===== src/hsv_to_rgb_converter_assert.svh =====
// ----------------------------------------------------------------------------
// hsv_to_rgb_converter_assert
// Assertion macros shared by the color conversion block.
// ----------------------------------------------------------------------------
// Each macro takes a label, the clock, the reset and the two sides of the property.
`ifndef HSV_TO_RGB_CONVERTER_ASSERT_SVH
`define HSV_TO_RGB_CONVERTER_ASSERT_SVH

// Same-cycle implication.
`define HSV_ASSERT_IMP(lbl, clk, rst, pre, post) \
   lbl: assert property (@(posedge clk) disable iff (rst) (pre) |-> (post)) \
      else $error("assertion failed");

// Next-cycle implication.
`define HSV_ASSERT_NXT(lbl, clk, rst, pre, post) \
   lbl: assert property (@(posedge clk) disable iff (rst) (pre) |=> (post)) \
      else $error("assertion failed");

`endif


===== src/hsv_pkg.sv =====
// ----------------------------------------------------------------------------
// hsv_pkg
// Types and constants for the integer HSV to RGB converter.
// ----------------------------------------------------------------------------
`default_nettype none

package hsv_pkg;

   localparam int CHAN_W        = 8;
   localparam int HUE_SPAN      = 43;
   localparam int FRAC_SCALE    = 6;
   localparam int FULL_LEVEL    = 255;
   localparam int PRODUCT_SHIFT = 8;
   localparam int REGION_W      = 3;

   typedef logic [CHAN_W-1:0] chan_type;

   // Six hue regions around the wheel
   typedef enum logic [REGION_W-1:0] {
      REGION_RED_YEL = 3'd0,
      REGION_YEL_GRN = 3'd1,
      REGION_GRN_CYN = 3'd2,
      REGION_CYN_BLU = 3'd3,
      REGION_BLU_MAG = 3'd4,
      REGION_MAG_RED = 3'd5
   } region_type;

   // Region and scaled fraction of one hue
   typedef struct packed {
      region_type region;
      chan_type   frac;
   } hue_split_type;

endpackage

`default_nettype wire


===== src/hsv_to_rgb_converter.sv =====
// ----------------------------------------------------------------------------
// hsv_to_rgb_converter
// Integer 8-bit HSV to RGB conversion in a four-stage pipeline.
// ----------------------------------------------------------------------------
//  channel | ports                                        | direction
//  --------+----------------------------------------------+----------
//  request | req_valid, req_stall, req_hue/saturation/    | in
//          | brightness                                   |
//  response| rsp_valid, rsp_stall, rsp_red/green/blue     | out
//
//  One transaction per clock sustained while the response is not stalled; each
//  request passes through the four register stages in turn to its response.
//  Stages: region split, first products, second products, channel routing.
//  A stall on a held response freezes every stage; req_stall follows it at once.
//  Synchronous active-high reset clears the valid bits only.
// ----------------------------------------------------------------------------
`default_nettype none
`include "hsv_to_rgb_converter_assert.svh"

module hsv_to_rgb_converter (
   input  wire                 clock,
   input  wire                 reset,
   input  wire                 req_valid,
   output logic                req_stall,
   input  wire hsv_pkg::chan_type req_hue,
   input  wire hsv_pkg::chan_type req_saturation,
   input  wire hsv_pkg::chan_type req_brightness,
   output logic                rsp_valid,
   input  wire                 rsp_stall,
   output hsv_pkg::chan_type   rsp_red,
   output hsv_pkg::chan_type   rsp_green,
   output hsv_pkg::chan_type   rsp_blue
);
   import hsv_pkg::*;

   localparam chan_type FULL = chan_type'(FULL_LEVEL);

   logic          advance;
   hue_split_type split;

   // stage 1
   logic          s1_valid_ff;
   hue_split_type s1_split_ff;
   chan_type      s1_sat_ff, s1_val_ff;

   // stage 2
   logic          s2_valid_ff;
   region_type    s2_region_ff;
   chan_type      s2_val_ff, s2_lo_ff, s2_sf_ff, s2_sr_ff;
   logic [2*CHAN_W-1:0] s2_lo_in, s2_sf_in, s2_sr_in;

   // stage 3
   logic          s3_valid_ff;
   region_type    s3_region_ff;
   chan_type      s3_val_ff, s3_lo_ff, s3_fall_ff, s3_rise_ff;
   logic [2*CHAN_W-1:0] s3_fall_in, s3_rise_in;

   // stage 4 (response register)
   logic          rsp_valid_ff;
   chan_type      red_ff, green_ff, blue_ff;
   chan_type      red_in, green_in, blue_in;

   // Advance the whole pipe unless the held response is stalled
   assign advance   = !(rsp_valid_ff && rsp_stall);
   assign req_stall = !advance;

   hsv_region u_region (
      .hue   (req_hue),
      .split (split)
   );

   // Valid bits travel with the data
   always_ff @(posedge clock) begin
      if (reset) begin
         s1_valid_ff  <= 1'b0;
         s2_valid_ff  <= 1'b0;
         s3_valid_ff  <= 1'b0;
         rsp_valid_ff <= 1'b0;
      end else if (advance) begin
         s1_valid_ff  <= req_valid;
         s2_valid_ff  <= s1_valid_ff;
         s3_valid_ff  <= s2_valid_ff;
         rsp_valid_ff <= s3_valid_ff;
      end
   end

   // First products: low level and saturation-weighted fractions
   assign s2_lo_in = (2*CHAN_W)'(s1_val_ff) * (2*CHAN_W)'(FULL - s1_sat_ff);
   assign s2_sf_in = (2*CHAN_W)'(s1_sat_ff) * (2*CHAN_W)'(s1_split_ff.frac);
   assign s2_sr_in = (2*CHAN_W)'(s1_sat_ff) * (2*CHAN_W)'(FULL - s1_split_ff.frac);

   // Second products: falling and rising levels
   assign s3_fall_in = (2*CHAN_W)'(s2_val_ff) * (2*CHAN_W)'(FULL - s2_sf_ff);
   assign s3_rise_in = (2*CHAN_W)'(s2_val_ff) * (2*CHAN_W)'(FULL - s2_sr_ff);

   // Route levels to the channels by region
   always_comb begin
      unique case (s3_region_ff)
         REGION_RED_YEL: begin
            red_in = s3_val_ff;  green_in = s3_rise_ff; blue_in = s3_lo_ff;
         end
         REGION_YEL_GRN: begin
            red_in = s3_fall_ff; green_in = s3_val_ff;  blue_in = s3_lo_ff;
         end
         REGION_GRN_CYN: begin
            red_in = s3_lo_ff;   green_in = s3_val_ff;  blue_in = s3_rise_ff;
         end
         REGION_CYN_BLU: begin
            red_in = s3_lo_ff;   green_in = s3_fall_ff; blue_in = s3_val_ff;
         end
         REGION_BLU_MAG: begin
            red_in = s3_rise_ff; green_in = s3_lo_ff;   blue_in = s3_val_ff;
         end
         default: begin
            red_in = s3_val_ff;  green_in = s3_lo_ff;   blue_in = s3_fall_ff;
         end
      endcase
   end

   // Payload registers, held while stalled
   always_ff @(posedge clock) begin
      if (advance) begin
         s1_split_ff  <= split;
         s1_sat_ff    <= req_saturation;
         s1_val_ff    <= req_brightness;

         s2_region_ff <= s1_split_ff.region;
         s2_val_ff    <= s1_val_ff;
         s2_lo_ff     <= s2_lo_in[PRODUCT_SHIFT +: CHAN_W];
         s2_sf_ff     <= s2_sf_in[PRODUCT_SHIFT +: CHAN_W];
         s2_sr_ff     <= s2_sr_in[PRODUCT_SHIFT +: CHAN_W];

         s3_region_ff <= s2_region_ff;
         s3_val_ff    <= s2_val_ff;
         s3_lo_ff     <= s2_lo_ff;
         s3_fall_ff   <= s3_fall_in[PRODUCT_SHIFT +: CHAN_W];
         s3_rise_ff   <= s3_rise_in[PRODUCT_SHIFT +: CHAN_W];

         red_ff       <= red_in;
         green_ff     <= green_in;
         blue_ff      <= blue_in;
      end
   end

   assign rsp_valid = rsp_valid_ff;
   assign rsp_red   = red_ff;
   assign rsp_green = green_ff;
   assign rsp_blue  = blue_ff;

   // An accepted transaction lands in the first stage
   `HSV_ASSERT_NXT(a_accept_enters, clock, reset, req_valid && !req_stall, s1_valid_ff)

   // A stall freezes the inner valid bits
   `HSV_ASSERT_NXT(a_stall_freezes, clock, reset, !advance,
                   $stable(s2_valid_ff) && $stable(s3_valid_ff))

   // The region split never yields an unused code
   `HSV_ASSERT_IMP(a_region_range, clock, reset, s1_valid_ff,
                   s1_split_ff.region <= REGION_MAG_RED)

endmodule

`default_nettype wire


===== src/hsv_region.sv =====
// ----------------------------------------------------------------------------
// hsv_region
// Splits a hue into its region (hue / 43, with the top hues in the last
// region) and the remainder within the region scaled by 6.
// ----------------------------------------------------------------------------
`default_nettype none

module hsv_region (
   input  wire hsv_pkg::chan_type      hue,
   output hsv_pkg::hue_split_type      split
);
   import hsv_pkg::*;

   localparam chan_type EDGE_1 = chan_type'(HUE_SPAN * 1);
   localparam chan_type EDGE_2 = chan_type'(HUE_SPAN * 2);
   localparam chan_type EDGE_3 = chan_type'(HUE_SPAN * 3);
   localparam chan_type EDGE_4 = chan_type'(HUE_SPAN * 4);
   localparam chan_type EDGE_5 = chan_type'(HUE_SPAN * 5);

   region_type          region;
   chan_type            base;
   chan_type            rem;
   logic [CHAN_W+2:0]   scaled;

   // Divide by the region span through threshold compares
   always_comb begin
      priority if (hue >= EDGE_5) begin
         region = REGION_MAG_RED;
         base   = EDGE_5;
      end else if (hue >= EDGE_4) begin
         region = REGION_BLU_MAG;
         base   = EDGE_4;
      end else if (hue >= EDGE_3) begin
         region = REGION_CYN_BLU;
         base   = EDGE_3;
      end else if (hue >= EDGE_2) begin
         region = REGION_GRN_CYN;
         base   = EDGE_2;
      end else if (hue >= EDGE_1) begin
         region = REGION_YEL_GRN;
         base   = EDGE_1;
      end else begin
         region = REGION_RED_YEL;
         base   = '0;
      end
   end

   // Scale the remainder; keep the low channel bits
   assign rem          = hue - base;
   assign scaled       = (CHAN_W+3)'(rem) * (CHAN_W+3)'(FRAC_SCALE);
   assign split.region = region;
   assign split.frac   = scaled[CHAN_W-1:0];

endmodule

`default_nettype wire

===== config.mk =====
export PLATFORM = sky130hd
export DESIGN_NAME = hsv_to_rgb_converter
export DESIGN_NICKNAME = d
export VERILOG_FILES = /design/src/hsv_pkg.sv /design/src/hsv_to_rgb_converter.sv /design/src/hsv_region.sv
export VERILOG_INCLUDE_DIRS = /design/src /design/src/src
export SDC_FILE = /design/constraint.sdc
export NUM_CORES = 1
export LEC_CHECK = 0
export BUFFER_PORTS_ARGS = -buffer_cell sky130_fd_sc_hd__buf_2
export CAP_MARGIN = 15
export CORE_ASPECT_RATIO = 0.8
export CORE_MARGIN = 8
export CORE_UTILIZATION = 61
export CTS_CLUSTER_DIAMETER = 200
export CTS_CLUSTER_SIZE = 24
export DETAILED_ROUTE_END_ITERATION = 7
export GPL_ROUTABILITY_DRIVEN = 0
export PLACE_DENSITY = 0.77
export REMOVE_ABC_BUFFERS = 1
export SETUP_SLACK_MARGIN = 0.2
export SYNTH_ARGS = -nofsm -noshare
export SYNTH_HDL_FRONTEND = slang
export SYNTH_SLANG_ARGS = --single-unit

===== constraint.sdc =====
create_clock -name clock -period 5.9 [get_ports clock]
set_clock_uncertainty 0.15 [all_clocks]
set_input_delay 0.885 -clock clock [delete_from_list [all_inputs] [get_ports clock]]
set_output_delay 0.885 -clock clock [all_outputs]
set_load 0.005 [all_outputs]

==> summary.md, run 1 <==
| Metric | Value |
|---|---|
| WL final | 30700 um |
| Synth area leaders | edfxtp_1, fa_1, ha_1 |
| First-pass GRT wire length | 52400 um |
| Mean post-synth cell area | 10.0 um2 |
| Die Wd | 190 um |
| Status | complete, no violations |
| Initial antenna violation count | 0 |
| CTS Buf Count | 17 |
| H-tree lvl count | 4 |
| EDFF count, synth | between 100 and 150 |
| Clk root buf | clkbuf_16 |
| Critical path data required time | 5.92 ns |
| Cell Area, Synth | 14800 um2 |
| Min Tclk post-route | 5.29 ns |
| Post-CTS Setup Bufs | 0 |
| Placed cell areas | 15400 um2 |
| Slew Viols, Final | 0 |
| Clk sinks | 124 |
| Min-delay worst type | flip-flop to flip-flop |
| Most used DFF post-synth | edfxtp_1 |
| Hold Slack | 0.272 ns |
| Latest clock arrival within the worst-skew pair | 0.43 ns |
| Area Growth Syn to Fin | 8.70% |
| Final number of setup-violating endpoints | 0 |
| Core ar. | 24100 um2 |
| Drt pass-1 iters | 5 |
| Fin. Hold Viols | 0 |
| Initial Utilization | 61.5% |
| Routed Antenna Nets | 0 |
| Yosys reg bits | 124 |
| Via Count | 10100 |
| Startpoint types | flip-flop |
| Period utilization | 89.7% |
| Resized cells post-CTS | 0 |
| Post-route DRC violation count | 0 |
| Layout cells sized above 1 | a little under 8% |
| Vias in the first global route | 10800 |
| Yosys cell types | 55 |
| Area of the die | roughly 30000 um2 |
| CP Max Fanout | 20 |
| Post-DP HPWL | 23800 um |
| Vias/cell | between 5 and 6 |
| Row count | 51 |
| Met3 routed WL | 1580 um |
| Unrepaired setup endpoints after global routing | false |
| Die height | around 160 um |
| Total Routing Usage GR | 22.1% |
| I/O pin total | 54 |
| Warnings, synthesis | 0 |
| CP arrival | about 5.3 ns |
| Post-Route Setup TNS | 0 ns |
| Port-buffer cells | 53 |
| Critical path class | flip-flop to flip-flop |
| Routed WL per cell | approximately 17 um |
| Post-synthesis async set-or-reset flop share | 0% |
| Clock slew at reported path FFs | approximately 0.060 ns |
| Fin area | 16100 um2 |
| Measured slew at the worst slew-check pin | 1.14 ns |
| Max cap viols | 0 |
| Detail Route met2 WL | 14500 um |
| Sequential fraction of the synthesis area | 24.9% |
| 1st-iter DRT viols | between 500 and 600 |
| Post-synth top area share | 24.4% |
| CTS max path bufs | 2 |
| NumNets Final | 1906 |
| Largest net degree at the start of global routing | 67 |
| Max Clk Rate | approximately 190 MHz |
| # diodes | 0 |
| Synth Instances | 1479 |
| Area leader, netlist | edfxtp_1 |
| TritonCTS clock tree | yes |
| Gr ovfl total | 0 |
| WL met1 | 14000 um |
| Crit path capture type | flip-flop |
| Max Used Layer | met4 |
| CTS Hold Bufs | 0 |
| Final Core Density | 66.8% |
| Slew margin rel. | 23.8% |
-- kinds of logic after synthesis --
family,count (synthesis),share of synthesized area [%]
buffers and inverters,346,8.78
flip-flops,124,24.9
AND/OR/NAND/NOR,411,15.1
adder cells (fa/ha/maj),352,38.6
XOR/XNOR,47,2.89
AO/OA/AOI/OAI,161,7.00
multiplexers,38,2.68
-- layer usage --
layer | vias up | GRT usage, %
li1 | 4812 | -
met1 | 4936 | 29.2
met2 | 276 | 36.5
met3 | 43 | 4.36
met4 | 0 | 6.47
met5 | - | 0
-- cells in the mapped netlist (5+ instances only) --
| cell type | number |
|---|---|
| a211oi_1 | 11 |
| a21o_1 | 16 |
| a21oi_1 | 55 |
| a32oi_1 | 5 |
| and2_1 | 24 |
| clkbuf_1 | 39 |
| edfxtp_1 | 120 |
| fa_1 | 174 |
| ha_1 | 178 |
| inv_1 | 303 |
| mux2_2 | 13 |
| mux2i_1 | 25 |
| nand2_1 | 82 |
| nand2b_1 | 95 |
| nor2_1 | 56 |
| nor2b_1 | 127 |
| nor3_1 | 5 |
| o21a_1 | 5 |
| o21ai_0 | 37 |
| xnor2_1 | 26 |
| xor2_1 | 20 |
-- final cells by class --
class | instances | area, um2
clock buffers | 18 | 429
clock inverters | 14 | 216
fillers | 1888 | 7980
inverters | 304 | 1140
multi-input cells | 1009 | 9810
flip-flops and latches | 124 | 3680
well taps | 318 | 398
repair buffers | 70 | 393
-- sequential cells by signal, summed over array words and instances (netlist names) --
signal        flops
s3_rise_ff        8
s3_val_ff         8
s1_sat_ff         8
rsp_blue          8
s2_val_ff         8
s1_val_ff         8
s1_split_ff      10
s2_lo_ff          8
s1_valid_ff       1
rsp_red           8
s2_sr_ff          8
s2_region_ff      3
rsp_valid         1
s3_valid_ff       1
s3_region_ff      3
s3_fall_ff        8
s3_lo_ff          8
s2_sf_ff          8
s2_valid_ff       1
rsp_green         8
-- critical path: stages, from the launching register on --
cell and delay (ns):
edfxtp_1 0.76, nand2_1 0.20, fa_1 0.56, fa_1 0.55, inv_1 0.05, fa_1 0.53, inv_1 0.05, fa_1 0.54
inv_1 0.05, ha_1 0.19, a2111oi_0 0.38, o21ai_0 0.21, a31o_2 0.30, a41o_1 0.27, a21oi_1 0.17, xnor2_1 0.08
-- stage by stage --
step                cells  setup WS (ns)
floorplan            1437          0.924
global placement     1825          0.797
detailed placement   1825          0.669
CTS                  1857          0.635
global route         1857          0.350
finish               1857          0.605
-- layout by cell type, fill, tap and decap left out, types with 20 or more instances in the layout --
cell type	instances
mux2i_1	25
xnor2_1	26
inv_1	303
fa_1	174
ha_1	178
nand2b_1	95
nor2_1	56
xor2_1	20
o21ai_0	37
buf_2	53
nor2b_1	127
and2_1	24
nand2_1	81
a21oi_1	55
edfxtp_1	120
-- final timing paths --
check | endpoint | cells past startpoint | startpoint | slack (ns)
max reg2reg | s2_sf_ff[7] | 15 | s1_sat_ff[0] | 0.61
max | s2_sf_ff[7] | 15 | s1_sat_ff[0] | 0.61
min | s3_lo_ff[6] | 0 | s2_lo_ff[6] | 0.27
min reg2reg | s3_lo_ff[6] | 0 | s2_lo_ff[6] | 0.27
Power of run 1 is left out: the tool's default activity adds up to more than one toggle a clock period on the data nets, which glitch-free logic cannot reach.
==> inputs of run 2 (changes only) <==
Settings changed: CORE_MARGIN 8 to 3, SKIP_LAST_GASP set to 1.
==> run 2 against run 1 <==
Net effect: cell count fell by 0.16%; wire length down 1.8%; non-clock buffer count up 2; hold slack worse by 0.0054 ns; largest cell class unchanged; sequential share of layout area increased by 0.12 points; fmax is 0.80% lower; global-route usage up 2.2 points; utilization up 0.98 points; register-to-register slack got worse by 0.04 ns; setup slack got worse by 0.043 ns; flip-flop and latch count did not move.
==> summary.md, run 2 (synthesized netlist as in run 1, its figures left out) <==
| Metric | Value |
|---|---|
| Status | complete, no violations (unchanged) |
| Most frequent cells in the layout | inv_1, ha_1, fa_1 (unchanged) |
| Vias in the first global route | 10700 (was 10800) |
| Reg2reg start | s1_sat_ff[3] (was s1_sat_ff[0]) |
| Fin area | 16000 um2 (was 16100 um2) |
| Placed cell areas | 15400 um2 (about the same) |
| Fillers | 1774 (was 1888) |
| Final Core Density | 67.8% (was 66.8%) |
| Routed Antenna Nets | 0 (unchanged) |
| Drt pass-1 iters | 5 (unchanged) |
| Measured slew at the worst slew-check pin | 1.09 ns (was 1.14 ns) |
| Setup WS post-layout | 0.562 ns (was 0.605 ns) |
| CTS Buf Count | 17 (unchanged) |
| Crit path capture type | flip-flop (unchanged) |
| Start point of the worst hold path | s2_lo_ff[7] (was s2_lo_ff[6]) |
| Startpoint types | flip-flop (unchanged) |
| I/O pin total | 54 (unchanged) |
| Die height | 145 um (was 155 um) |
| Fin. Hold Viols | 0 (unchanged) |
| Total Routing Usage GR | 24.3% (was 22.1%) |
| First-pass GRT wire length | 51500 um (was 52400 um) |
| Critical path class | flip-flop to flip-flop (unchanged) |
| Unrepaired setup endpoints after global routing | false (unchanged) |
| Max reg flops | 10 (unchanged) |
| Post-route DRC violation count | 0 (unchanged) |
| Via Count | 10100 (about the same) |
| Area of the die | 26200 um2 (was 29500 um2) |
| CTS max path bufs | 2 (unchanged) |
| Die Wd | 180 um (was 190 um) |
| NumNets Final | 1908 (was 1906) |
| TritonCTS clock tree | yes (unchanged) |
| Critical path data required time | 5.93 ns (was 5.92 ns) |
| Period utilization | 90.5% (was 89.7%) |
| Initial antenna violation count | 0 (unchanged) |
| Max Clk Rate | 187 MHz (was 189 MHz) |
| Largest net degree at the start of global routing | 79 (was 67) |
| Post-Route Setup TNS | 0 ns (unchanged) |
| Gr ovfl total | 0 (unchanged) |
| Flip-flop and latch area | 3680 um2 (unchanged) |
| Row count | 50 (was 51) |
| H-tree lvl count | 4 (unchanged) |
| Routed WL per cell | 16.3 um (was 16.6 um) |
| Slew Viols, Final | 0 (unchanged) |
| 1st-iter DRT viols | 559 (was 555) |
| CTS Hold Bufs | 0 (unchanged) |
| Multi-input logic area | 9810 um2 (unchanged) |
| Largest Register | s1_split_ff (unchanged) |
| Clk root buf | clkbuf_16 (unchanged) |
| Clk sinks | 124 (unchanged) |
| CP arrival | 5.36 ns (was 5.32 ns) |
| Post-DP HPWL | 23700 um (was 23800 um) |
| Port-buffer cells | 53 (unchanged) |
| Layout cells sized above 1 | 7.92% (was 7.80%) |
| WL final | 30200 um (was 30700 um) |
| Post-placement setup slack | 0.486 ns (was 0.669 ns) |
| Core ar. | 23600 um2 (was 24100 um2) |
| Slew margin rel. | 27.3% (was 23.8%) |
| Min-delay worst type | flip-flop to flip-flop (unchanged) |
| Max cap viols | 0 (unchanged) |
| Commonest non-fill, non-tap cell in the layout | inv_1 (unchanged) |
| Min Tclk post-route | 5.34 ns (was 5.29 ns) |
| Area Growth Syn to Fin | 8.12% (was 8.70%) |
| Latest clock arrival within the worst-skew pair | 0.44 ns (was 0.43 ns) |
| CP Max Fanout | 10 (was 20) |
| Clock slew at reported path FFs | 0.06 ns (about the same) |
| Initial Utilization | 62.7% (was 61.5%) |
| Critical Path Start | s1_sat_ff[3] (was s1_sat_ff[0]) |
| Final number of setup-violating endpoints | 0 (unchanged) |
| Vias/cell | 5.42 (about the same) |
## run 2: cell types whose count changed in the layout (fill, tap and decap cells not counted), sizes merged
cell and change:
clkinvlp -1, buf +2, bufinv -4, diode +1, clkinv +5
## run 2: layout make-up
type,count,share of cell area (%)
inverters,304,7.14
flip-flops and latches,124,23.0
clock buffers,18,2.68
repair buffers,72,2.55
diodes,1,0.0157
multi-input cells,1009,61.4
clock inverters,14,0.759
well taps,312,2.44
## run 2: final timing paths
kind	endpoint	slack (ns)	cells past startpoint
setup / recovery	s2_sr_ff[7]	0.56	15
hold / removal	s3_lo_ff[7]	0.27	0
setup reg to reg	s2_sr_ff[7]	0.56	15
hold reg to reg	s3_lo_ff[7]	0.27	0
## run 2: what timing repair did
action	4_1_cts	5_1_grt
hold endpoints to repair	0	0
setup buffers	0	4
resized for setup	0	0
setup endpoints to repair	0	1
## run 2: through the flow
| step | hold WS (ns) | std cells |
|---|---|---|
| floorplan | 0.250 | 1437 |
| global placement | 0.252 | 1817 |
| detailed placement | 0.256 | 1817 |
| CTS | 0.269 | 1849 |
| global route | 0.274 | 1853 |
| finish | 0.266 | 1854 |
## run 2: routing by layer
layer / GRT usage [%] / vias up / routed length, um
met1: 32.4 / 4938 / 13500
met5: 0 / - / 0
met2: 40.9 / 241 / 14400
li1: - / 4823 / -
met3: 4.74 / 50 / 1600
met4: 6.98 / 0 / 621
## run 2: critical path, stage by stage (launching register included)
cell and delay [ns]:
edfxtp_1 0.54, buf_4 0.24, inv_1 0.19, nor2_1 0.10
fa_1 0.57, inv_1 0.06, fa_1 0.47, fa_1 0.54
inv_1 0.05, fa_1 0.47, ha_1 0.35, a21o_1 0.20
a221oi_1 0.49, o21ai_0 0.19, o41ai_1 0.35, xnor2_1 0.12
Power of run 2 is left out for the same reason.
==> inputs of run 3 (changes only) <==
Settings changed: CORE_UTILIZATION 61 to 45, PLACE_DENSITY 0.77 to 0.59, REMOVE_ABC_BUFFERS 1 to not set.
==> run 3 against run 2 <==
Net effect: global-route usage fell by 6.4 points; largest cell class unchanged; critical endpoint unchanged; utilization fell by 17 points; setup slack improved by 0.055 ns.
==> summary.md, run 3 (synthesized netlist as in run 1, its figures left out) <==
| Metric | Value |
|---|---|
| Status | complete, no violations (unchanged) |
| Clk sinks | 124 (unchanged) |
| I/O pin total | 54 (unchanged) |
| Min-delay worst type | flip-flop to flip-flop (unchanged) |
| Die height | 168 um (was 145 um) |
| 1st-iter DRT viols | 508 (was 559) |
| Largest net degree at the start of global routing | 85 (was 79) |
| Critical path class | flip-flop to flip-flop (unchanged) |
| Row count | 58 (was 50) |
| Port-buffer cells | 53 (unchanged) |
| Resized cells post-CTS | 0 (unchanged) |
| CTS max path bufs | 2 (unchanged) |
| Post-DP HPWL | 24200 um (was 23700 um) |
| # diodes | 0 (was 1) |
| Max Clk Rate | 189 MHz (was 187 MHz) |
| Post-route DRC violation count | 0 (unchanged) |
| CP arrival | 5.28 ns (was 5.36 ns) |
| Start point of the worst hold path | s2_lo_ff[7] (unchanged) |
| Slew margin rel. | 24.1% (was 27.3%) |
| Reg2Reg Capture Point | s2_sr_ff[7] (unchanged) |
| WHS Path Cells | 0 (unchanged) |
| Die Wd | 209 um (was 180 um) |
| Total Routing Usage GR | 17.9% (was 24.3%) |
| NumNets Final | 1911 (was 1908) |
| Layout cells sized above 1 | 8.23% (was 7.92%) |
| Area of the die | 35100 um2 (was 26200 um2) |
| Fin. Hold Viols | 0 (unchanged) |
| Unrepaired setup endpoints after global routing | false (unchanged) |
| Max reg flops | 10 (unchanged) |
| Initial antenna violation count | 0 (unchanged) |
| Min Tclk post-route | 5.28 ns (was 5.34 ns) |
| Slew Viols, Final | 0 (unchanged) |
| Drt pass-1 iters | 5 (unchanged) |
| Post-CTS Setup Bufs | 0 (unchanged) |
| CTS Buf Count | 17 (unchanged) |
| Latest clock arrival within the worst-skew pair | 0.42 ns (was 0.44 ns) |
| Area Growth Syn to Fin | 9.43% (was 8.12%) |
| Critical path data required time | 5.90 ns (was 5.93 ns) |
| Period utilization | 89.5% (was 90.5%) |
| Crit path capture type | flip-flop (unchanged) |
| WHS Endpoint | s3_lo_ff[7] (unchanged) |
| Clock slew at reported path FFs | 0.05 ns (was 0.06 ns) |
| TritonCTS clock tree | yes (unchanged) |
| Syn nets | 1859 |
| H-tree lvl count | 4 (unchanged) |
| Core ar. | 31900 um2 (was 23600 um2) |
| Via Count | 9861 (was 10100) |
| Routed Antenna Nets | 0 (unchanged) |
| Register-to-register setup slack | 0.62 ns (was 0.56 ns) |
| Routed WL per cell | 15.4 um (was 16.3 um) |
| Initial Utilization | 46.3% (was 62.7%) |
| Commonest non-fill, non-tap cell in the layout | inv_1 (unchanged) |
| Reg2reg start | s1_sat_ff[4] (was s1_sat_ff[3]) |
| CTS Hold Bufs | 0 (unchanged) |
| Max cap viols | 0 (unchanged) |
| Gr ovfl total | 0 (unchanged) |
| Largest Register | s1_split_ff (unchanged) |
| Clk root buf | clkbuf_16 (unchanged) |
| WL final | 30200 um (about the same) |
| Fillers | 2944 (was 1774) |
| First-pass GRT wire length | 51000 um (was 51500 um) |
| Vias in the first global route | 9939 (was 10700) |
| Startpoint types | flip-flop (unchanged) |
| Final number of setup-violating endpoints | 0 (unchanged) |
| Vias/cell | 5.02 (was 5.42) |
| Measured slew at the worst slew-check pin | 1.13 ns (was 1.09 ns) |
| Post-Route Setup TNS | 0 ns (unchanged) |
| FF-to-FF path depth | 14 (was 15) |
| Most frequent cells in the layout | inv_1, ha_1, fa_1 (unchanged) |
| CP Max Fanout | 11 (was 10) |
==> run 3: through the flow <==
stage          hold WS (ns)  worst slack (ns)  utilization [%]  instance area [um2]  std cells
2_1_floorplan         0.250             0.924                -                14800       1479
3_3_place_gp          0.252             0.746             48.8                15600       1932
3_5_place_dp          0.255             0.620             48.8                15600       1932
4_1_cts               0.270             0.607             50.7                16200       1964
5_1_grt               0.271             0.369             50.7                16200       1964
6_report              0.267             0.617             50.7                16200       1964
==> run 3: critical path: stages (launching register included) <==
cell      delay, ns
edfxtp_1       0.55
inv_1          0.34
nor2_1         0.12
fa_1           0.52
inv_1          0.05
fa_1           0.48
fa_1           0.55
inv_1          0.05
fa_1           0.48
ha_1           0.35
a21o_1         0.19
a221oi_1       0.45
o21ai_0        0.17
o41ai_1        0.44
xnor2_1        0.12
==> run 3: worst max path at each step <==
stage / from / to / slack (ns)
3_3_place_gp: s1_sat_ff[4] / s2_sr_ff[7] / 0.75
4_1_cts: s1_sat_ff[4] / s2_sr_ff[7] / 0.61
5_1_grt: s1_sat_ff[4] / s2_sr_ff[7] / 0.37
2_1_floorplan: rsp_stall / req_stall / 0.92
3_5_place_dp: s1_sat_ff[4] / s2_sr_ff[7] / 0.62
6_report: s1_sat_ff[4] / s2_sr_ff[7] / 0.62
==> run 3: cell type report <==
| class | instances | area (um2) | share of cell area (%) |
|---|---|---|---|
| multi-input cells | 1009 | 9810 | 60.6 |
| flip-flops and latches | 124 | 3680 | 22.8 |
| inverters | 304 | 1140 | 7.05 |
| well taps | 420 | 526 | 3.25 |
| repair buffers | 75 | 430 | 2.66 |
| clock buffers | 18 | 429 | 2.65 |
| clock inverters | 14 | 160 | 0.990 |
==> run 3: routing by layer <==
metal	wire [um]	track usage (%)	part of all wire, %
met5	0	0	0
met4	512	4.13	1.7
met3	973	2.72	3.2
met2	13400	27.7	44
met1	15300	26.6	51
Power of run 3 is left out for the same reason.
